[config.mk]
export PLATFORM = sky130hd
export DESIGN_NAME = tles_intake
export DESIGN_NICKNAME = d
export VERILOG_FILES = /design/src/rtl/tles_pkg.sv /design/src/rtl/tles_intake.sv
export SDC_FILE = /design/constraint.sdc
export NUM_CORES = 1
export LEC_CHECK = 0
export ABC_CLOCK_PERIOD_IN_PS = 5000
export BUFFER_PORTS_ARGS = -buffer_cell sky130_fd_sc_hd__clkbuf_2
export CAP_MARGIN = 20
export CORE_MARGIN = 10
export CORE_UTILIZATION = 40
export CTS_CLUSTER_SIZE = 12
export DETAILED_ROUTE_END_ITERATION = 10
export HOLD_SLACK_MARGIN = 0.12
export MAX_ROUTING_LAYER = met4
export PLACE_DENSITY = 0.72
export SETUP_SLACK_MARGIN = 0.02
export SYNTH_ARGS = -nofsm -noshare
export SYNTH_HDL_FRONTEND = slang
export SYNTH_SLANG_ARGS = --single-unit
[constraint.sdc]
create_clock -name clk -period 5 [get_ports clk]
set_input_delay 0.25 -clock clk [delete_from_list [all_inputs] [get_ports clk]]
set_output_delay 0.25 -clock clk [all_outputs]
set_load 0.02 [all_outputs]
[src/rtl/tles_pkg.sv]
package tles_pkg;

    localparam int MAX_ITEMS    = 256;
    localparam int VALUE_BITS   = 24;
    localparam int FIELD_BITS   = 24;
    localparam int IDX_BITS     = $clog2(MAX_ITEMS);
    localparam int CNT_BITS     = $clog2(MAX_ITEMS + 1);
    localparam int CFG_BITS     = 9;
    localparam int CFG_IDX_BITS = 2;
    localparam int CMP_BITS     = (CNT_BITS > CFG_BITS) ? CNT_BITS : CFG_BITS;
    localparam int SUM_BITS     = 32;
    localparam int OUT_IDX_BITS = 8;
    localparam int OUT_CNT_BITS = 9;

    localparam logic [CFG_IDX_BITS-1:0] REG_CHANNEL_SELECT = 2'd0;
    localparam logic [CFG_IDX_BITS-1:0] REG_FRONT_COUNT    = 2'd1;
    localparam logic [CFG_IDX_BITS-1:0] REG_TAIL_COUNT     = 2'd2;

    localparam logic [1:0] CHAN_B = 2'd1;
    localparam logic [1:0] CHAN_C = 2'd2;

    typedef struct packed {
        logic [VALUE_BITS-1:0] value;
        logic [IDX_BITS-1:0]   idx;
        logic [CNT_BITS-1:0]   count;
        logic                  keep;
        logic                  drop;
        logic                  head_add;
        logic                  tail_add;
        logic                  tail_sub;
        logic                  last;
    } tles_item_t;

endpackage

[src/rtl/tles_intake.sv]
module tles_intake (
    input  logic                             clk,
    input  logic                             rst_n,
    input  logic                             cfg_we,
    input  logic [tles_pkg::CFG_IDX_BITS-1:0] cfg_index,
    input  logic [tles_pkg::CFG_BITS-1:0]    cfg_data,
    input  logic                             in_valid,
    input  logic [tles_pkg::FIELD_BITS-1:0]  value_a,
    input  logic [tles_pkg::FIELD_BITS-1:0]  value_b,
    input  logic [tles_pkg::FIELD_BITS-1:0]  value_c,
    input  logic                             last,
    input  logic                             hold,
    output logic                             wr_en,
    output logic [tles_pkg::IDX_BITS-1:0]    wr_addr,
    output logic [tles_pkg::VALUE_BITS-1:0]  wr_data,
    output logic                             rd_en,
    output logic [tles_pkg::IDX_BITS-1:0]    rd_addr,
    output logic                             item_valid,
    output tles_pkg::tles_item_t             item
);
    import tles_pkg::*;

    logic [1:0]          channel_reg;
    logic [CFG_BITS-1:0] front_reg;
    logic [CFG_BITS-1:0] tail_reg;
    logic [CNT_BITS-1:0] count_reg;
    logic [CNT_BITS-1:0] count_next;
    logic                item_valid_reg;
    logic                item_valid_next;
    tles_item_t          item_reg;
    tles_item_t          item_next;
    logic                accept;
    logic [FIELD_BITS-1:0] value_sel;
    logic [CMP_BITS-1:0] count_ext;
    logic [CMP_BITS-1:0] front_ext;
    logic [CMP_BITS-1:0] tail_ext;

    always_ff @(posedge clk or negedge rst_n)
    begin
        if (!rst_n)
        begin
            channel_reg <= '0;
            front_reg   <= '0;
            tail_reg    <= '0;
        end
        else if (cfg_we)
        begin
            unique case (cfg_index)
                REG_CHANNEL_SELECT: channel_reg <= cfg_data[1:0];
                REG_FRONT_COUNT:    front_reg   <= cfg_data;
                REG_TAIL_COUNT:     tail_reg    <= cfg_data;
                default:            channel_reg <= channel_reg;
            endcase
        end
    end

    assign accept    = in_valid && !hold;
    assign count_ext = CMP_BITS'(count_reg);
    assign front_ext = CMP_BITS'(front_reg);
    assign tail_ext  = CMP_BITS'(tail_reg);

    always_comb
    begin
        unique case (channel_reg)
            CHAN_B:  value_sel = value_b;
            CHAN_C:  value_sel = value_c;
            default: value_sel = value_a;
        endcase

        item_next.value    = VALUE_BITS'(value_sel);
        item_next.idx      = count_reg[IDX_BITS-1:0];
        item_next.keep     = count_reg < CNT_BITS'(MAX_ITEMS);
        item_next.drop     = !item_next.keep;
        item_next.head_add = item_next.keep && (count_ext < front_ext);
        item_next.tail_add = item_next.keep && (tail_reg != '0);
        item_next.tail_sub = item_next.tail_add && (count_ext >= tail_ext);
        item_next.last     = last;
        item_next.count    = item_next.keep ? count_reg + CNT_BITS'(1) : count_reg;

        count_next      = count_reg;
        item_valid_next = item_valid_reg;
        if (!hold)
        begin
            item_valid_next = accept;
        end
        if (accept)
        begin
            count_next = last ? '0 : item_next.count;
        end
    end

    always_ff @(posedge clk or negedge rst_n)
    begin
        if (!rst_n)
        begin
            count_reg      <= '0;
            item_valid_reg <= 1'b0;
        end
        else
        begin
            count_reg      <= count_next;
            item_valid_reg <= item_valid_next;
        end
    end

    always_ff @(posedge clk)
    begin
        if (accept)
        begin
            item_reg <= item_next;
        end
    end

    assign wr_en      = accept && item_next.keep;
    assign wr_addr    = item_next.idx;
    assign wr_data    = item_next.value;
    assign rd_en      = accept && item_next.tail_sub;
    assign rd_addr    = IDX_BITS'(count_ext - tail_ext);
    assign item_valid = item_valid_reg;
    assign item       = item_reg;

endmodule

==> run_results.csv <==
group,metric,value,unit
cells_and_area,diodes,0,
yosys,synth_area_leaders,"edfxtp_1 34%, dfrtp_1 18%, ha_1 6.1%",
yosys,netlist_instances,363,
timing,max_slew_margin,39.8,%
cells_and_area,largest_reg_flops,47,
yosys,synth_nets,473,
placed_design,port_buffers,178,
power_and_ir_drop,power_density,380,nW/um2
grt,grt.total_usage,16.0,%
clocking,root_buffer,"clkbuf_8",
worst_setup_path,r2r_end,"item[1]$_DFFE_PP_",
worst_setup_path,arrival,2620,ps
worst_setup_path,worstSetupPathType,"flop to output pin",
yosys,syn_avg_cell_area,11.3,um2
power_and_ir_drop,power.total,1.95,mW
cells_and_area,syn_to_final_growth,25.5,%
status,status,"complete, no violations",
route,totalWireLength,11.9,mm
yosys,synth_area_leader_cell,"edfxtp_1",
worst_setup_path,crit_path_end,"rd_addr[6]",
grt,grt_pass1_wl,18.3,mm
timing,holdWs,136,ps
die,die_area,14700,um2
worst_setup_path,critPathCaptureType,"output pin",
worst_setup_path,required,4750,ps
clocking,cts.sinks,77,
timing,setup-tns-final,0,ps
timing,worst_slew_pin_slew,904,ps
yosys,synth_warnings,0,
worst_setup_path,rr_worst_depth,6,
yosys,synth.yosys.seq_area_share,52.8,%
clocking,cts_made_buffers,9,
timing,finalSetupViolations,0,
die,ioPinCount,179,
worst_hold_path,hold_path_class,"primary input to flop",
yosys,ys_ff_latch,77,
clocking,cts_setup_buffers,0,
route,vias_per_cell,5.02,
cells_and_area,drive_above_1_share,43.2,%
die,core.rowCount,36,
power_and_ir_drop,ir_worst_vdd,0.207,mV
yosys,ys_types,47,
flow_run,maxCapViolCount,0,
timing,fmax,348,MHz
grt,grt_pass1_vias,3430,
route,ant_nets,0,
clocking,cts_max_level,3,
worst_setup_path,cp-startpoint,"count_ext[0]$_DFFE_PN0P_",
worst_setup_path,r2r-start,"count_ext[6]$_DFFE_PN0P_",
timing,drv_slew,0,
yosys,postSynth.asyncResetShare,39.0,%
die,dieWidth,121,um
timing,rsz0062_at_grt,"false",
yosys,synth_enable_flop_cells,47,
clocking,cts_tree,"built",
worst_hold_path,hp-start,"cfg_data[3]",
die,die_h,121,um
die,core,9860,um2
route,drc_errors,0,
worst_setup_path,setup.worst_path.start_class,"flop",
clocking,clockBufferDepth,2,
route,wl_per_cell,18.3,um
worst_setup_path,crit_fanout,6,
die,initial_core_util,41.5,%
timing,layout_min_cycle_time,2870,ps
timing,layout_setup_ws,2130,ps
placed_design,placed_cells,631,
worst_setup_path,rrSetupSlack,2900,ps
placed_design,dpl.hpwl,9.58,mm
route,drt_iter0_drc,261,
timing,min_period_over_period,57.5,%
timing,hold_violations,0,
clocking,clkTransAtPathRegs,80,ps
grt,antenna_found_initial,0,
route,dr.pass1.iters,5,
placed_design,place.gp.congestion,1.00,
cells_and_area,fillers,877,
power_and_ir_drop,p_leak,2.48,nW
yosys,synth_top_area_share,34.5,%
grt,grt_max_degree,50,
clocking,clock_latency,350,ps
yosys,synth_area,4100,um2
grt,overflow,0,
cells_and_area,mostFrequentLayoutCells,"178 x clkbuf_2, 47 x edfxtp_1, 39 x nand2_1",
timing,skew,7.13,ps
yosys,ys.flop_type,"edfxtp_1",
route,vias,3276,
cells_and_area,layout_commonest_cell,"clkbuf_2",
cells_and_area,nets,624,
cells_and_area,fin_cells,652,
placed_design,post-place-ws,2520,ps
metal layers:
layer  wire length [um]  track usage [%]  vias up
met5                  0                -        -
met4                248             7.75        0
met2               6430             27.2      112
met1               4580             17.9     1563
met3                649             2.93       20
li1                   -                -     1581
area by class of cell:
type | instances | area (um2) | area share (%)
clock buffer | 10 | 128 | 2.48
clock inverter | 6 | 70.1 | 1.36
inverter | 27 | 101 | 1.97
multi-input combinational | 216 | 1540 | 30.0
sequential | 77 | 2160 | 42.1
tap | 133 | 166 | 3.24
timing repair buffer | 183 | 968 | 18.8
metrics by stage:
stage	utilization, %	cell area, um2
floorplan	-	4100
global placement	49.3	4860
detailed placement	49.3	4860
CTS	51.6	5090
global route	52.1	5140
finish	52.1	5140
what timing repair did:
item                       CTS  global route
hold buffers                 3             0
gates resized for setup      0             0
hold endpoints to repair    32             0
setup endpoints to repair    0             0
critical path: stages, from the launching register on:
cell and delay (ps):
dfrtp_1 500, inv_1 130, ha_1 270, fa_1 420, nor2b_1 130, o21ai_0 100, a21oi_1 260, mux2i_1 210
nand3_1 90, clkbuf_2 170
cells in the mapped netlist (all sizes together), types with 2 or more instances:
master,instances
clkbuf,10
a21o,2
a22o,2
nand4,3
nand3b,2
edfxtp,47
nor2,13
ha,20
nor2b,6
dfrtp,30
and2b,2
nor3b,2
a22oi,24
a21oi,4
nand2,39
inv,27
o31ai,3
o21ai,38
mux2,19
xor2,3
xnor2,7
a21boi,2
nor3,3
and4,2
and3,2
buf,33
a31oi,4
nand3,2
report_power, final:
group / switching (mW) / internal (mW)
clock network: 0.243 / 0.234
registers: 0.0402 / 0.758
logic: 0.437 / 0.242
total: 0.720 / 1.23
worst min-delay path by stage:
stage / slack, ps / to / cells after the start
floorplan: -50 / channel_reg[0]$_DFFE_PN0P_ / 0
global placement: 360 / tail_ext[4]$_DFFE_PN0P_ / 1
detailed placement: 360 / tail_ext[5]$_DFFE_PN0P_ / 1
CTS: 120 / front_ext[3]$_DFFE_PN0P_ / 2
global route: 130 / front_ext[3]$_DFFE_PN0P_ / 2
finish: 140 / front_ext[3]$_DFFE_PN0P_ / 2
cell families after synthesis:
kind of cell	synth area share, %
buffers and inverters	9.53
XOR/XNOR	2.32
flip-flops	52.8
adder cells (fa/ha/maj)	6.60
AND/OR/NAND/NOR	10.0
AO/OA/AOI/OAI	13.3
multiplexers	5.47
Power figures use the tool's default switching activity.
