==> src/rtl/tles_pkg.sv <==
package tles_pkg;

    localparam int MAX_ITEMS    = 256;
    localparam int VALUE_BITS   = 24;
    localparam int FIELD_BITS   = 24;
    localparam int IDX_BITS     = $clog2(MAX_ITEMS);
    localparam int CNT_BITS     = $clog2(MAX_ITEMS + 1);
    localparam int CFG_BITS     = 9;
    localparam int CFG_IDX_BITS = 2;
    localparam int CMP_BITS     = (CNT_BITS > CFG_BITS) ? CNT_BITS : CFG_BITS;
    localparam int SUM_BITS     = 32;
    localparam int OUT_IDX_BITS = 8;
    localparam int OUT_CNT_BITS = 9;

    localparam logic [CFG_IDX_BITS-1:0] REG_CHANNEL_SELECT = 2'd0;
    localparam logic [CFG_IDX_BITS-1:0] REG_FRONT_COUNT    = 2'd1;
    localparam logic [CFG_IDX_BITS-1:0] REG_TAIL_COUNT     = 2'd2;

    localparam logic [1:0] CHAN_B = 2'd1;
    localparam logic [1:0] CHAN_C = 2'd2;

    typedef struct packed {
        logic [VALUE_BITS-1:0] value;
        logic [IDX_BITS-1:0]   idx;
        logic [CNT_BITS-1:0]   count;
        logic                  keep;
        logic                  drop;
        logic                  head_add;
        logic                  tail_add;
        logic                  tail_sub;
        logic                  last;
    } tles_item_t;

endpackage

==> src/rtl/tles_stats.sv <==
module tles_stats (
    input  logic                              clk,
    input  logic                              rst_n,
    input  logic                              item_valid,
    input  tles_pkg::tles_item_t              item,
    input  logic [tles_pkg::VALUE_BITS-1:0]   rd_data,
    input  logic                              out_stall,
    output logic                              hold,
    output logic                              out_valid,
    output logic [tles_pkg::OUT_IDX_BITS-1:0] max_index,
    output logic [tles_pkg::OUT_IDX_BITS-1:0] min_index,
    output logic [tles_pkg::SUM_BITS-1:0]     head_sum,
    output logic [tles_pkg::SUM_BITS-1:0]     tail_sum,
    output logic [tles_pkg::OUT_CNT_BITS-1:0] item_count,
    output logic                              overflow
);
    import tles_pkg::*;

    logic [VALUE_BITS-1:0] best_high_reg, best_high_next;
    logic [IDX_BITS-1:0]   best_high_idx_reg, best_high_idx_next;
    logic [VALUE_BITS-1:0] best_low_reg, best_low_next;
    logic [IDX_BITS-1:0]   best_low_idx_reg, best_low_idx_next;
    logic [SUM_BITS-1:0]   head_total_reg, head_total_next;
    logic [SUM_BITS-1:0]   window_total_reg, window_total_next;
    logic                  dropped_reg, dropped_next;
    logic                  out_valid_reg, out_valid_next;
    logic [OUT_IDX_BITS-1:0] max_index_reg, min_index_reg;
    logic [SUM_BITS-1:0]   head_sum_reg, tail_sum_reg;
    logic [OUT_CNT_BITS-1:0] item_count_reg;
    logic                  overflow_reg;
    logic                  adv;
    logic                  load;
    logic [SUM_BITS-1:0]   v_sum;
    logic [SUM_BITS-1:0]   add_term;
    logic [SUM_BITS-1:0]   sub_term;

    assign hold  = item_valid && item.last && out_valid_reg && out_stall;
    assign adv   = item_valid && !hold;
    assign load  = adv && item.last;
    assign v_sum = SUM_BITS'(item.value);
    assign add_term = item.tail_add ? v_sum : '0;
    assign sub_term = item.tail_sub ? SUM_BITS'(rd_data) : '0;

    always_comb
    begin
        best_high_next     = best_high_reg;
        best_high_idx_next = best_high_idx_reg;
        best_low_next      = best_low_reg;
        best_low_idx_next  = best_low_idx_reg;
        head_total_next    = head_total_reg;
        window_total_next  = window_total_reg;
        dropped_next       = dropped_reg;
        if (adv)
        begin
            if (item.keep)
            begin
                if (item.value > best_high_reg)
                begin
                    best_high_next     = item.value;
                    best_high_idx_next = item.idx;
                end
                if ((item.idx == '0) || (item.value < best_low_reg))
                begin
                    best_low_next     = item.value;
                    best_low_idx_next = item.idx;
                end
                if (item.head_add)
                begin
                    head_total_next = head_total_reg + v_sum;
                end
                window_total_next = window_total_reg + add_term - sub_term;
            end
            dropped_next = dropped_reg || item.drop;
        end

        out_valid_next = load ? 1'b1 : (out_stall ? out_valid_reg : 1'b0);
    end

    always_ff @(posedge clk or negedge rst_n)
    begin
        if (!rst_n)
        begin
            best_high_reg     <= '0;
            best_high_idx_reg <= '0;
            best_low_reg      <= '0;
            best_low_idx_reg  <= '0;
            head_total_reg    <= '0;
            window_total_reg  <= '0;
            dropped_reg       <= 1'b0;
            out_valid_reg     <= 1'b0;
        end
        else
        begin
            out_valid_reg <= out_valid_next;
            if (load)
            begin
                best_high_reg     <= '0;
                best_high_idx_reg <= '0;
                best_low_reg      <= '0;
                best_low_idx_reg  <= '0;
                head_total_reg    <= '0;
                window_total_reg  <= '0;
                dropped_reg       <= 1'b0;
            end
            else
            begin
                best_high_reg     <= best_high_next;
                best_high_idx_reg <= best_high_idx_next;
                best_low_reg      <= best_low_next;
                best_low_idx_reg  <= best_low_idx_next;
                head_total_reg    <= head_total_next;
                window_total_reg  <= window_total_next;
                dropped_reg       <= dropped_next;
            end
        end
    end

    always_ff @(posedge clk)
    begin
        if (load)
        begin
            max_index_reg  <= OUT_IDX_BITS'(best_high_idx_next);
            min_index_reg  <= OUT_IDX_BITS'(best_low_idx_next);
            head_sum_reg   <= head_total_next;
            tail_sum_reg   <= window_total_next;
            item_count_reg <= OUT_CNT_BITS'(item.count);
            overflow_reg   <= dropped_next;
        end
    end

    assign out_valid  = out_valid_reg;
    assign max_index  = max_index_reg;
    assign min_index  = min_index_reg;
    assign head_sum   = head_sum_reg;
    assign tail_sum   = tail_sum_reg;
    assign item_count = item_count_reg;
    assign overflow   = overflow_reg;

    a_clear_after_last: assert property (@(posedge clk) disable iff (!rst_n)
        load |=> (best_high_reg == '0) && (head_total_reg == '0)
                 && (window_total_reg == '0) && !dropped_reg)
        else $error("list state not cleared after final item");

    a_hold_keeps_item: assert property (@(posedge clk) disable iff (!rst_n)
        hold |=> item_valid && $stable(item) && $stable(rd_data))
        else $error("update stage lost its item while held");

    a_result_source: assert property (@(posedge clk) disable iff (!rst_n)
        $rose(out_valid_reg) |-> $past(load))
        else $error("result appeared without a final item");

endmodule

==> config.mk <==
export PLATFORM = sky130hd
export DESIGN_NAME = tles_stats
export DESIGN_NICKNAME = d
export VERILOG_FILES = /design/src/rtl/tles_pkg.sv /design/src/rtl/tles_stats.sv
export SDC_FILE = /design/constraint.sdc
export NUM_CORES = 1
export LEC_CHECK = 0
export ABC_AREA = 1
export BUFFER_PORTS_ARGS = -buffer_cell sky130_fd_sc_hd__buf_2
export CAP_MARGIN = 25
export CORE_MARGIN = 10
export CORE_UTILIZATION = 50
export DETAILED_ROUTE_END_ITERATION = 8
export GPL_TIMING_DRIVEN = 1
export PLACE_DENSITY = 0.77
export SKIP_LAST_GASP = 1
export SYNTH_ARGS = -nofsm -noshare
export SYNTH_HDL_FRONTEND = slang
export SYNTH_SLANG_ARGS = --single-unit
==> constraint.sdc <==
create_clock -name clk -period 4.2 [get_ports clk]
set_clock_uncertainty 0.05 [all_clocks]
set_input_delay 0.21 -clock clk [delete_from_list [all_inputs] [get_ports clk]]
set_output_delay 0.21 -clock clk [all_outputs]
set_load 0.02 [all_outputs]
==> results of run 1 <==
per-layer routing:
layer / routed length [µm] / part of all wire / GRT usage
met2: 21520 / 0.51 / 0.4163
met4: 1888 / 0.044 / 0.09736
met1: 17090 / 0.40 / 0.2723
met3: 2106 / 0.049 / 0.03119
met5: 0 / 0 / 0
kinds of logic (layout without fill, tap and decap cells):
logic type	after synthesis	in the layout	share of synthesized area
compound gates	199	199	0.07077
xor+xnor	18	18	0.01068
fa+ha+maj	128	128	0.1212
buf+inv	469	680	0.1237
flops	220	220	0.4035
simple gates	973	973	0.2701
power by group through the flow:
stage | clock (µW) | sequential [µW] | combinational, µW
2_1_floorplan | 0 | 2900 | 2910
3_3_place_gp | 0 | 2830 | 4130
3_5_place_dp | 0 | 2830 | 4170
4_1_cts | 2290 | 2800 | 4220
5_1_grt | 2370 | 2830 | 4820
6_report | 2250 | 2800 | 4210
worst min-delay path by stage:
stage | slack [ns] | to | depth (start not counted) | startpoint
global placement | 0.26 | window_total_reg[23] | 1 | rst_n
floorplan | -0.14 | best_high_idx_reg[0] | 0 | rst_n
finish | 0.01 | best_low_idx_reg[4] | 5 | item[19]
detailed placement | 0.27 | window_total_reg[27] | 1 | rst_n
CTS | 0.001 | best_high_idx_reg[2] | 5 | item[17]
global route | 0.04 | best_high_idx_reg[0] | 5 | item[15]
synth_stat cells, types with 2 or more instances:
cell type  instances
nand2_1          615
clkbuf_2           2
buf_2             12
nand3b_1           3
nand3_1          147
a31oi_1            4
nor3_1            13
xor2_1            11
o21bai_1           3
o21ai_1           22
ha_1             103
a21oi_1           98
buf_4              5
xnor2_1            7
buf_6              4
and2_1             5
inv_2              3
a21o_1             2
dfrtp_1          130
buf_1              4
or2_2             10
o21ai_0           60
a211oi_1           2
fa_1              25
nor4_1             4
nand2_2            4
edfxtp_1          90
o21a_1             4
nor2_1           152
nand4_1           15
clkbuf_1          16
o22ai_1            2
inv_1            423
cell usage in the layout (no fill, tap or decap), types with 3 or more instances in the layout:
cell type      netlist  routed
nand2_2              4       4
dfrtp_1            130     130
nand2_1            615     615
dlygate4sd3_1        0      35
or2_2               10      10
buf_4                5       4
clkbuf_16            0      26
nor2_1             152     152
xor2_1              11      11
nand3_1            147     147
o21ai_0             60      60
ha_1               103     103
nor3_1              13      13
inv_2                3       3
clkinv_2             0       7
o21bai_1             3       3
edfxtp_1            90      90
and2_1               5       5
fa_1                25      25
xnor2_1              7       7
nand3b_1             3       3
o21ai_1             22      22
nand4_1             15      15
buf_2               12     165
inv_1              423     423
a31oi_1              4       4
nor4_1               4       4
o21a_1               4       4
a21oi_1             98      98
clkinv_4             0       3
clkinv_1             0       3
timing repair:
action	4_1_cts	5_1_grt
hold endpoints to repair	103	0
setup buffers	0	0
setup endpoints to repair	0	0
resized for setup	0	0
hold buffers	35	0
per-stage QoR:
step	instance area (µm²)	std cells	hold WS [ns]	total power [µW]
finish	17120	2602	0.01316	9254
global route	17120	2602	0.04419	10020
CTS	17120	2602	0.001466	9305
detailed placement	15920	2519	0.2663	7000
global placement	15920	2519	0.2551	6956
floorplan	14760	2007	-0.1356	5805
critical path, delay by kind of cell:
family,cells,cell delay [ns]
fa+ha+maj,2,0.88
buf+inv,5,0.90
simple gates,10,1.32
area by class of cell:
| cell class | instances | share of cell area |
|---|---|---|
| multi-input cells | 1318 | 0.4079 |
| flip-flops and latches | 220 | 0.3478 |
| inverters | 426 | 0.09338 |
| repair buffers | 206 | 0.07278 |
| clock buffers | 29 | 0.03982 |
| well taps | 384 | 0.02806 |
| clock inverters | 19 | 0.01030 |
==> impl_metrics.yaml, run 1 <==
status:
  status: "complete, no violations"
logic_synthesis:
  avgSynthCellArea_um2: 7.355
  ys_seq_area_frac: 0.4035
  synthCells: 2007
  syn_nets: 2210
  synthTopCellsByArea: "dfrtp_1, edfxtp_1, nand2_1, inv_1, ha_1"
  synth_top_area_share: 0.2204
  synth_edf_count: 90
  synth_seq_cells: 220
  netlist_area_um2: 14760
  synthArstFlopShare: 0.5909
  ys_warn_count: 0
  yosysTopAreaCell: "dfrtp_1"
  netlist-cell-type-count: 40
  yosys_most_used_dff: "dfrtp_1"
setup_path:
  cp-startpoint: "item[34]"
  worst_path_max_delay_cell: "dlygate4sd3_1"
  crit_path_max_incr_delay_ns: 0.52
  crit_end: "tail_sum[21]"
  critPathRequiredTime_ns: 4.45
  cp_cell_sequence: "dlygate4sd3_1 -> buf_2 -> nand2_1 -> fa_1 -> inv_1 -> ha_1 -> nand2_1 -> inv_1 -> nand2_1 -> nor3_1 -> nand2_1 -> nand2_1 -> nand2_1 -> nand3_1 -> nand3_1 -> nand2_1 -> inv_1"
  start_kind: "primary input"
  r2r_slack_ns: 1.20
  critical_path_class: "primary input to register"
  r2r_cells: 16
  crit_path_end_kind: "register"
  worstPathArrival_ns: 3.31
  r2r-start: "window_total_reg[1]"
  path_max_fanout: 5
  cp_common_cell: "nand2_1"
  r2r-end: "tail_sum[30]"
final_layout:
  layout-drive-gt1-share: 0.1069
  area_growth_pct: 16.00
  register_area_um2: 5956
  multi_input_area_um2: 6984
  n_fill_cell: 2660
  antennaDiodeCount: 0
  nets: 2401
  post-route-util: 0.5918
sta:
  tightest_slew_ns: 0.9100
  hold_viol: 0
  finalCritPeriodShare: 0.7272
  period_minus_slack_ns: 3.054
  final.setup.tns_ns: 0
  final_max_slew_viol_count: 0
  fmax_mhz: 327.4
  rsz0062_at_grt: "false"
  setup_viol: 0
  finalWorstSetupSlack_ns: 1.146
  slew_headroom: 0.3933
clock_tree:
  clock_sinks: 220
  clk_pin_slew_ns: 0.06
  cts_buffers: 26
  ctsRootBufferMaster: "clkbuf_16"
  cts_tree: "built"
  htreeDepth: 1
  insertion_delay_ns: 0.55
  clock_path_buffers: 3
floorplan:
  fp.dieW_um: 191.8
  core_area_um2: 28940
  die_h_um: 191.8
  std_cell_rows: 62
  initial_core_util: 0.5102
  num_io_pins: 167
  dieArea_um2: 36800
global_routing:
  grtUsageTotal: 0.2320
  grt_pass1_vias: 13520
  grt_overflow: 0
  grt_start_max_net_pins: 170
  grt_pass1_wl_um: 68770
  antenna_found_initial: 0
route:
  drcViolationCount: 0
  first_pass_iters: 8
  totalWireLength_um: 42610
  wl_per_cell_um: 16.37
  vias: 13200
  final_antenna_net_count: 0
  drt-initial-drc-count: 691
  vias_per_cell: 5.071
placed_design:
  post-place-ws_ns: 0.8169
  io_buffers: 166
  gp_congestion: 0.9126
  dpl.hpwl_um: 32580
power:
  power_density_nw_per_um2: 540.4
  peakVddDrop_mv: 0.2711
  swShare: 0.4258
  p_leak_uw: 0.009430
  combPwrFrac: 0.455
  pwr-share-seq: 0.302
  clockPowerShare: 0.243
  p_int_uw: 5314
  p_sw_uw: 3940
min_path:
  hold_path.class: "primary input to register"
flow_run:
  maxCapViolCount: 0
Power figures use the tool's default switching activity.
==> run 2, diff against run 1 <==
Clock period 4.2 ns to 2.5 ns, I/O delays scaled along.
==> run 2 against run 1 <==
The flow now finishes with violations (setup timing). Final cell count up 6.3%. Register-to-register slack worse by 1.4 ns. Non-clock buffer count up 160. Combinational power rose to 2.8 times the previous value. Count of clock-buffer cells in the layout up 2. Critical path depth down 2. Die area unchanged. Clock power up 84%. Global-route usage up 1.8 points. First-iteration DRC count up 49%. Critical path type is now register to register.
==> impl_metrics.yaml, run 2 (same netlist as run 1, synthesis figures left out) <==
setup_path:
  start_kind: "register"
  critical_path_class: "register to register"
  worstPathArrival_ns: 2.95
  path_max_fanout: 3
  crit_path_end_kind: "register"
  critPathRequiredTime_ns: 2.76
sta:
  hold_viol: 0
  final.setup.tns_ns: -3.577
  period_minus_slack_ns: 2.698
  slew_headroom: 0.6181
  finalWorstSetupSlack_ns: -0.1977
  fmax_mhz: 370.7
  finalCritPeriodShare: 1.079
  rsz0062_at_grt: "true"
  final_max_slew_viol_count: 0
  tightest_slew_ns: 0.5729
  setup_viol: 47
final_layout:
  layout_common_cells: "nand2_1, inv_1, buf_2"
  area_growth_pct: 35.57
  final_common_cell: "nand2_1"
  n_fill_cell: 2252
  layout-drive-gt1-share: 0.2889
  post-route-util: 0.6916
  nets: 2561
  final_cells: 2765
route:
  routed-wl-met2_um: 24830
  first_pass_iters: 5
  vias_per_cell: 5.207
  final_antenna_net_count: 0
  drcViolationCount: 0
  totalWireLength_um: 48140
  vias: 14400
  wl_per_cell_um: 17.41
  routed.top_layer: "met4"
  met1Wirelength_um: 18540
  drt-initial-drc-count: 1032
  wl_met3_um: 2766
floorplan:
  std_cell_rows: 62
  fp.dieW_um: 191.8
  die_h_um: 191.8
  core_area_um2: 28940
  num_io_pins: 167
  dieArea_um2: 36800
  initial_core_util: 0.5102
power:
  clockPowerShare: 0.199
  swShare: 0.4317
  p_int_uw: 11810
  power_density_nw_per_um2: 1039
  combPwrFrac: 0.574
  power_uw: 20790
  p_leak_uw: 0.01058
  peakVddDrop_mv: 0.5012
  pwr-share-seq: 0.227
  p_sw_uw: 8977
placed_design:
  io_buffers: 166
  dp_cells: 2637
  gp_congestion: 1.013
  dpl.hpwl_um: 34820
  post-place-ws_ns: -0.6316
global_routing:
  grt_pass1_wl_um: 73520
  antenna_found_initial: 0
  grtUsageTotal: 0.2505
  grt_pass1_vias: 14320
  grt_start_max_net_pins: 77
  grt_overflow: 0
status:
  status: "complete, but fails checks"
  violations: "setup timing"
clock_tree:
  cts_buffers: 26
  insertion_delay_ns: 0.55
  clock_path_buffers: 3
  htreeDepth: 1
  ctsRootBufferMaster: "clkbuf_16"
  clock_sinks: 220
  clk_pin_slew_ns: 0.06
  cts_tree: "built"
flow_run:
  maxCapViolCount: 0
min_path:
  hold_path.class: "primary input to asynchronous set/reset pin"
run 2: cell count changes in the layout (fill, tap and decap cells not counted), moves of 39 or more:
| cell | previous run | this run |
|---|---|---|
| buf_4 | 4 | 132 |
| nand2_4 | 1 | 40 |
| inv_2 | 3 | 58 |
| nand2_2 | 4 | 83 |
| inv_1 | 423 | 362 |
| nand2_1 | 615 | 494 |
run 2: metal layers:
metal	global-route usage	vias up
met3	0.03591	129
met1	0.2900	6826
met5	0	-
met4	0.1097	0
met2	0.4504	508
li1	-	6933
run 2: repair_timing:
| action | 4_1_cts | 5_1_grt |
|---|---|---|
| setup endpoints to repair | 52 | 108 |
| hold buffers | 41 | 0 |
| pin swaps | 90 | 85 |
| resized for setup | 224 | 178 |
| gates cloned | 0 | 1 |
| endpoints found under the hold margin | 204 | 0 |
| buffers inserted | 15 | 21 |
run 2: area by class of cell:
type	instances	area, µm²	share of cell area
multi-input combinational	1318	8363	0.4179
sequential	220	5958	0.2977
timing repair buffer	366	2653	0.1325
inverter	426	1617	0.08078
clock buffer	31	689.4	0.03445
tap	384	480.5	0.02401
clock inverter	17	245.2	0.01225
antenna	3	7.507	0.0003751
run 2: worst paths after layout:
check                                     start                    to  slack, ns  cells past startpoint
hold reg to reg                     dropped_reg              overflow       0.46                      2
max in group asynchronous                 rst_n  window_total_reg[14]       1.65                      3
setup / recovery           window_total_reg[14]          tail_sum[25]      -0.20                     15
setup reg to reg           window_total_reg[14]          tail_sum[25]      -0.20                     15
min in group clk                       item[44]     best_high_reg[21]       0.03                      4
hold / removal                            rst_n  window_total_reg[19]       0.03                      2
run 2: critical path, cell delays in order (launching register included):
cell and delay, ns:
dfrtp_2 0.43, inv_2 0.06, fa_1 0.56, inv_2 0.05, ha_4 0.27, buf_6 0.11, nand2_4 0.06, inv_4 0.07
nand2_4 0.07, buf_4 0.13, nor3_2 0.16, nand2_2 0.09, nand3_2 0.09, nand3_2 0.10, nand2_2 0.10, inv_1 0.05
run 2: power by group through the flow:
stage	sequential, µW	clock, µW	combinational, µW
2_1_floorplan	4860	0	4910
3_3_place_gp	4740	0	7880
3_5_place_dp	4750	0	8000
4_1_cts	4710	4190	10000
5_1_grt	4770	4330	13000
6_report	4730	4130	11900
run 2: per-stage QoR:
step           instance area, µm²  hold WS [ns]
3_5_place_dp                16910       0.06800
3_3_place_gp                16910       0.05790
4_1_cts                     19220      0.002577
5_1_grt                     20010       0.03533
2_1_floorplan               14790       -0.2206
6_report                    20010       0.02782
